===== src/design/pws_pkg.sv =====
`timescale 1ns / 1ps
`default_nettype none
// ----------------------------------------------------------------------------
// pws_pkg
// shared types, codes and helpers of the piecewise waveform sum unit
// ----------------------------------------------------------------------------
package pws_pkg;

   typedef enum logic [1:0] {
      ST_EVALUATED = 2'd0,
      ST_LOADED    = 2'd1,
      ST_UNDEFINED = 2'd2
   } status_type;

   typedef enum logic [1:0] {
      KIND_CONST    = 2'd0,
      KIND_RAMP     = 2'd1,
      KIND_TRIANGLE = 2'd2,
      KIND_SINE     = 2'd3
   } kind_type;

   typedef struct packed {
      kind_type           kind;
      logic [31:0]        start_time;
      logic [31:0]        end_time;
      logic signed [31:0] param_a;
      logic [31:0]        param_b;
      logic [15:0]        param_c;
   } slot_rec_type;

   localparam int REC_BITS = $bits(slot_rec_type);

   localparam logic [16:0] SIN_A    = 17'd102944;
   localparam logic [16:0] SIN_B    = 17'd42047;
   localparam logic [16:0] SIN_C    = 17'd4640;
   localparam logic [16:0] ONE_Q16  = 17'd65536;
   localparam logic [5:0]  DIV_LAST = 6'd63;

   typedef enum logic [4:0] {
      S_IDLE, S_DISPATCH, S_READ, S_CHECK,
      S_RAMP_MUL, S_RAMP_FIN,
      S_TRI_MUL, S_DIV_INIT, S_DIV, S_TRI_FIN,
      S_PH_MUL, S_FOLD, S_X2, S_MC, S_MB, S_MA, S_SAT, S_AMP, S_AMP_FIN,
      S_ACC, S_NEXT, S_RESULT
   } ctl_state_type;

   typedef enum logic [4:0] {
      OP_NONE, OP_CAPTURE, OP_WRITE, OP_READ, OP_MATCH,
      OP_MUL_RAMP, OP_RAMP_FIN,
      OP_MUL_TRI, OP_DIV_INIT, OP_DIV_STEP, OP_TRI_FIN,
      OP_MUL_PHASE, OP_FOLD, OP_MUL_XX, OP_MUL_C, OP_MUL_B, OP_MUL_A,
      OP_SINE_SAT, OP_MUL_AMP, OP_AMP_FIN,
      OP_ACC, OP_NEXT, OP_RESULT
   } dp_op_type;

   typedef struct packed {
      logic     is_eval;
      logic     hit;
      kind_type kind;
      logic     in_window;
      logic     tri_rise;
      logic     tri_fall;
      logic     div_last;
      logic     last_slot;
      logic     rsp_free;
   } dp_stat_type;

   function automatic logic signed [31:0] sat32(input logic signed [65:0] v);
      logic signed [31:0] r;
      if (v > 66'sd2147483647) r = 32'sh7fffffff;
      else if (v < -66'sd2147483648) r = 32'sh80000000;
      else r = v[31:0];
      return r;
   endfunction

endpackage
`default_nettype wire


===== src/design/pws_ctrl.sv =====
`timescale 1ns / 1ps
`default_nettype none
// ----------------------------------------------------------------------------
// pws_ctrl
// sequencer: walks the slots and steps the shared datapath per component
// ----------------------------------------------------------------------------
module pws_ctrl (
   input  wire                  clock,
   input  wire                  reset,
   input  wire                  req_valid,
   output logic                 req_ready,
   input  pws_pkg::dp_stat_type stat,
   output pws_pkg::dp_op_type   op
);
   import pws_pkg::*;

   ctl_state_type state_ff, state_in;

   always_ff @(posedge clock) begin
      if (reset) state_ff <= S_IDLE;
      else state_ff <= state_in;
   end

   always_comb begin
      state_in  = state_ff;
      op        = OP_NONE;
      req_ready = 1'b0;
      unique case (state_ff)
         S_IDLE: begin
            req_ready = 1'b1;
            if (req_valid) begin
               op       = OP_CAPTURE;
               state_in = S_DISPATCH;
            end
         end
         S_DISPATCH: begin
            if (stat.is_eval) state_in = S_READ;
            else begin
               op       = OP_WRITE;
               state_in = S_RESULT;
            end
         end
         S_READ: begin
            op       = OP_READ;
            state_in = S_CHECK;
         end
         S_CHECK: begin
            op = OP_MATCH;
            if (!stat.hit) state_in = S_NEXT;
            else begin
               unique case (stat.kind)
                  KIND_CONST:    state_in = S_ACC;
                  KIND_RAMP:     state_in = stat.in_window ? S_RAMP_MUL : S_ACC;
                  KIND_TRIANGLE: state_in = (stat.tri_rise || stat.tri_fall) ?
                                            S_TRI_MUL : S_ACC;
                  KIND_SINE:     state_in = stat.in_window ? S_PH_MUL : S_ACC;
                  default:       state_in = S_ACC;
               endcase
            end
         end
         S_RAMP_MUL: begin op = OP_MUL_RAMP; state_in = S_RAMP_FIN; end
         S_RAMP_FIN: begin op = OP_RAMP_FIN; state_in = S_ACC; end
         S_TRI_MUL:  begin op = OP_MUL_TRI;  state_in = S_DIV_INIT; end
         S_DIV_INIT: begin op = OP_DIV_INIT; state_in = S_DIV; end
         S_DIV: begin
            op = OP_DIV_STEP;
            if (stat.div_last) state_in = S_TRI_FIN;
         end
         S_TRI_FIN:  begin op = OP_TRI_FIN;   state_in = S_ACC; end
         S_PH_MUL:   begin op = OP_MUL_PHASE; state_in = S_FOLD; end
         S_FOLD:     begin op = OP_FOLD;      state_in = S_X2; end
         S_X2:       begin op = OP_MUL_XX;    state_in = S_MC; end
         S_MC:       begin op = OP_MUL_C;     state_in = S_MB; end
         S_MB:       begin op = OP_MUL_B;     state_in = S_MA; end
         S_MA:       begin op = OP_MUL_A;     state_in = S_SAT; end
         S_SAT:      begin op = OP_SINE_SAT;  state_in = S_AMP; end
         S_AMP:      begin op = OP_MUL_AMP;   state_in = S_AMP_FIN; end
         S_AMP_FIN:  begin op = OP_AMP_FIN;   state_in = S_ACC; end
         S_ACC:      begin op = OP_ACC;       state_in = S_NEXT; end
         S_NEXT: begin
            op       = OP_NEXT;
            state_in = stat.last_slot ? S_RESULT : S_READ;
         end
         S_RESULT: begin
            if (stat.rsp_free) begin
               op       = OP_RESULT;
               state_in = S_IDLE;
            end
         end
         default: state_in = S_IDLE;
      endcase
   end
endmodule
`default_nettype wire


===== config.mk =====
export PLATFORM = sky130hd
export DESIGN_NAME = pws_ctrl
export DESIGN_NICKNAME = d
export VERILOG_FILES = /design/src/design/pws_pkg.sv /design/src/design/pws_ctrl.sv
export SDC_FILE = /design/constraint.sdc
export NUM_CORES = 1
export LEC_CHECK = 0
export CAP_MARGIN = 20
export CORE_ASPECT_RATIO = 1.5
export CORE_MARGIN = 4
export CORE_UTILIZATION = 30
export DETAILED_ROUTE_END_ITERATION = 8
export DONT_BUFFER_PORTS = 1
export PLACE_DENSITY = 0.53
export SLEW_MARGIN = 20
export SYNTH_ARGS = -nofsm -noshare
export SYNTH_HDL_FRONTEND = slang
export SYNTH_SLANG_ARGS = --single-unit

===== constraint.sdc =====
create_clock -name clock -period 1.4 [get_ports clock]
set_input_delay 0.28 -clock clock [delete_from_list [all_inputs] [get_ports clock]]
set_output_delay 0.28 -clock clock [all_outputs]
set_load 0.01 [all_outputs]

**Yosys cells after proc, flatten, opt, wreduce, memory -nomap -nowiden**

Cells that the tools add are included.

- Register bits after elaboration: 5

- Equality and inequality tests: 27
- Reductions and logical operators: 5
- Multiplexer cells: 16

Operator list:

| operator | number |
|---|---|
| 5-bit case mux with 22 select lines | 1 |
| 5-bit case mux with 20 select lines | 1 |
| 5-bit 2-to-1 mux | 10 |
| 5-bit by 4-bit equality test with 1-bit output (second input constant) | 8 |
| 5-bit equality test (second input constant) | 6 |
| 5-bit by 3-bit equality test with 1-bit output (second input constant) | 4 |
| 5-bit case mux with 4 select lines | 1 |
| 5-bit by 2-bit equality test with 1-bit output (second input constant) | 2 |
| 2-bit inequality test (second input constant) | 3 |
| 5-bit by 1-bit equality test with 1-bit output (second input constant) | 1 |
| 5-bit zero test | 1 |
| 2-bit equality test (second input constant) | 2 |
| 3-bit AND reduction | 1 |
| 3-bit OR reduction | 1 |
| 2-bit by 1-bit equality test with 1-bit output (second input constant) | 1 |
| 2-bit zero test | 1 |
| 1-bit 2-to-1 mux | 2 |
| 2-bit 2-to-1 mux | 1 |
| 1-bit logical OR | 1 |

**Logic depth before layout (Yosys ltp)**

- Word-level depth: 5
- Mapped depth: 6
- Gate-level depth less buffers: 4

**Worst setup path before layout**

No wires, ideal clock.

- Path type: reg2out
- Start point: reg state_ff[3]
- End point: out op[0]
- Stages on the path, launching flop included: 5
- Required time: 1120 ps
- Arrival time: 1160 ps
- Path buffers: 2
- Path slack: -40 ps
- Cell sequence: dfxtp_1 > buf_2 > buf_2 > nand2b_1 > a221oi_1

- Longest elaborated chain between the ends: 2
- Elaborated cells between the ends (all ways): 23
- Those cells by class: eq/ne: 21; mux: 1; reduce/logical: 1

RTL lines:

| what | RTL line | source |
|---|---|---|
| from (decl) | pws_ctrl.sv:17 | `ctl_state_type state_ff, state_in;` |
| from (signal assigned) | pws_ctrl.sv:21 | `else state_ff <= state_in;` |
| 5-bit equality test, or another cell as far along | pws_ctrl.sv:28 | `unique case (state_ff)` |
| 5-bit case mux with 22 select lines (*) | pws_ctrl.sv:28 |  |
| to (decl) | pws_ctrl.sv:13 | `output pws_pkg::dp_op_type op` |

Mark *: on every way between the ends. The rest lies on a longest branch, timed or not.

**Final worst setup path**

- Start point: reg state_ff[0]
- End point: out op[1]

Same word-level chain as after synthesis.

==> flow_summary.json <==
{
  "outcome": "finished with violations",
  "violations": "setup timing",
  "cts_tree": "yes",
  "cellPowerDensity_nw_per_um2": 2060,
  "ios": 19,
  "mostFrequentLayoutCells": "24 x buf_4, 7 x buf_6, 6 x nand2_1, 6 x nor2_1, 5 x o21ai_0",
  "crit_slowest_cell": "dfxtp_4",
  "insertion_delay_ns": 0.24,
  "finalNonFillerCells": 148,
  "final_common_cell": "buf_4",
  "drive_gt1_frac": 0.480,
  "ys_ff_latch": 5,
  "synth_edf_count": 0,
  "drc": 0,
  "worstPathCellList": "buf_6, or2b_1, a21oi_2, o22a_1",
  "p_leak_uw": 0.000439,
  "worst-setup-path-type": "reg -> out",
  "critPathBufInv": 1,
  "critPathLaunchType": "register",
  "setup_viol": 7,
  "crit_path_max_fanout": 4,
  "die-area_um2": 3190,
  "grt_max_degree": 16,
  "numCtsBuffers": 3,
  "n_antenna_cell": 0,
  "core-area_um2": 2230,
  "max_freq_ghz": 0.648,
  "dpl_cell_area_um2": 800,
  "cts_hold_buf": 0,
  "grt-ovfl-total": 0,
  "maxCapViolCount": 0,
  "vias": 851,
  "tightest_slew_ns": 0.313,
  "reg_top3": "state_ff x5",
  "slew_headroom": 0.789,
  "cpPeakStageDelay_ns": 0.36,
  "syn_area_um2": 702,
  "cp-end-kind": "primary output",
  "routabilityCongestion": 0.892,
  "fin_total_pwr_uw": 2170,
  "ys_types": 40,
  "peakVddDrop_v": 0.000706,
  "syn_to_final_growth_pct": 50.3,
  "cts.clk_slew.worst_paths_ns": 0.04,
  "place_inst": 132,
  "cp.required_ns": 1.12,
  "hold_viol": 0,
  "synth_cells": 100,
  "rsz0062_at_grt": "yes",
  "die_h_um": 67.2,
  "r2r-start": "state_ff[0]",
  "cts_sinks": 5,
  "fin_nets": 139,
  "numPortBuffers": 0,
  "design_area_um2": 1050,
  "die_x_um": 47.5,
  "crit_path_start": "state_ff[0]",
  "first_iter_violations": 15,
  "yosysSeqAreaShare": 0.143,
  "grt_pass1_wl_um": 3660,
  "syn_avg_cell_area_um2": 7.02,
  "largest-register": "state_ff",
  "cts.path.max_buffers": 2,
  "largest_reg_flops": 5,
  "vias_per_cell": 5.75,
  "fin_crit_sh": 1.10,
  "fin_util": 0.472,
  "num_rows": 21,
  "fin_worst_skew_ns": 0.00181,
  "ys_warn_count": 0,
  "setup_slack_ns": -0.144,
  "hold_class": "in -> reg",
  "root_buffer": "clkbuf_4",
  "async_flop_share": 0,
  "slew_viol_final": 0,
  "place_ws_ns": -0.0964,
  "synth-main-ff-cell": "dfxtp_1",
  "worstHoldStart": "reset",
  "hpwl_um": 1690,
  "drt_wl_total_um": 2310,
  "h-tree-depth": 1,
  "worstPathArrival_ns": 1.26,
  "grt_antenna_before_repair": 0,
  "drtAntennaViolNets": 0,
  "track_usage": 0.158,
  "first_global_vias": 863,
  "postSynthNetCount": 113,
  "period_minus_slack_ns": 1.54,
  "critPathTopFamily": "flip-flops",
  "wl_per_cell_um": 15.6,
  "drtPass1Iterations": 4,
  "initial_core_util": 0.314
}
[what timing repair did]
| item | 4_1_cts | 5_1_grt |
|---|---|---|
| endpoints found under the setup margin | 10 | 9 |
| setup buffers | 8 | 5 |
| pin swaps | 9 | 4 |
| gates resized for setup | 36 | 7 |
[power by group]
group          switching (µW)  total, µW  leakage [µW]  internal [µW]
logic                     762       1660      0.000380            900
clock network            56.3        164     0.0000150            108
registers                 123        343     0.0000442            220
[cells by family after synthesis]
family,Yosys count,synth area share
simple gates,39,0.321
xor+xnor,1,0.0125
compound gates,41,0.389
flops,5,0.143
buf+inv,14,0.135
[worst register-to-register path: cells and delay by family, from the launching register on]
family / cells / cell delay (ns)
AOI/OAI and AO/OA: 4 / 0.74
DFF: 1 / 0.35
buffers and inverters: 2 / 0.25
[final cells by class]
type | instances | area (µm²)
tap | 23 | 28.8
clock buffer | 4 | 26.3
multi-input combinational | 81 | 609
fill | 234 | 1180
sequential | 5 | 116
inverter | 4 | 15.0
timing repair buffer | 31 | 259
[Yosys cell counts, types with 2 or more instances]
cell      number  area share
o21ai_0       11       0.078
nor2_1         8       0.043
a21oi_1        7       0.050
nand2_1        7       0.037
buf_6          5       0.080
dfxtp_1        5        0.14
buf_2          4       0.029
inv_1          4       0.021
nand2b_1       4       0.036
a21o_1         3       0.032
a31oi_1        3       0.027
nand3b_1       3       0.032
o31ai_1        3       0.032
a22oi_1        2       0.021
a32oi_1        2       0.025
and2b_1        2       0.021
nand3_1        2       0.014
nor2b_1        2       0.018
or2b_1         2       0.021
[stage by stage]
step / hold WS, ns / TNS (ns)
detailed placement: 0.358 / -0.323
floorplan: 0.533 / 0
global route: 0.0827 / -1.09
global placement: 0.361 / -0.242
CTS: 0.0929 / -0.672
finish: 0.103 / -0.532
[metal layers]
metal,vias up,global-route usage,share of wire
met5,-,0,0
met1,395,0.148,0.36
met4,0,0.0900,0.032
li1,421,-,-
met2,27,0.292,0.56
met3,8,0.0373,0.049
[path summary, 6_finish.rpt]
| kind | cells past startpoint | end | slack (ns) |
|---|---|---|---|
| worst max-delay path | 4 | op[1] | -0.14 |
| worst min-delay path | 1 | state_ff[2] | 0.10 |
| worst max register to register | 6 | state_ff[0] | -0.02 |
| worst min register to register | 2 | state_ff[3] | 0.67 |
Note: power is estimated with default switching activity, not from simulation.
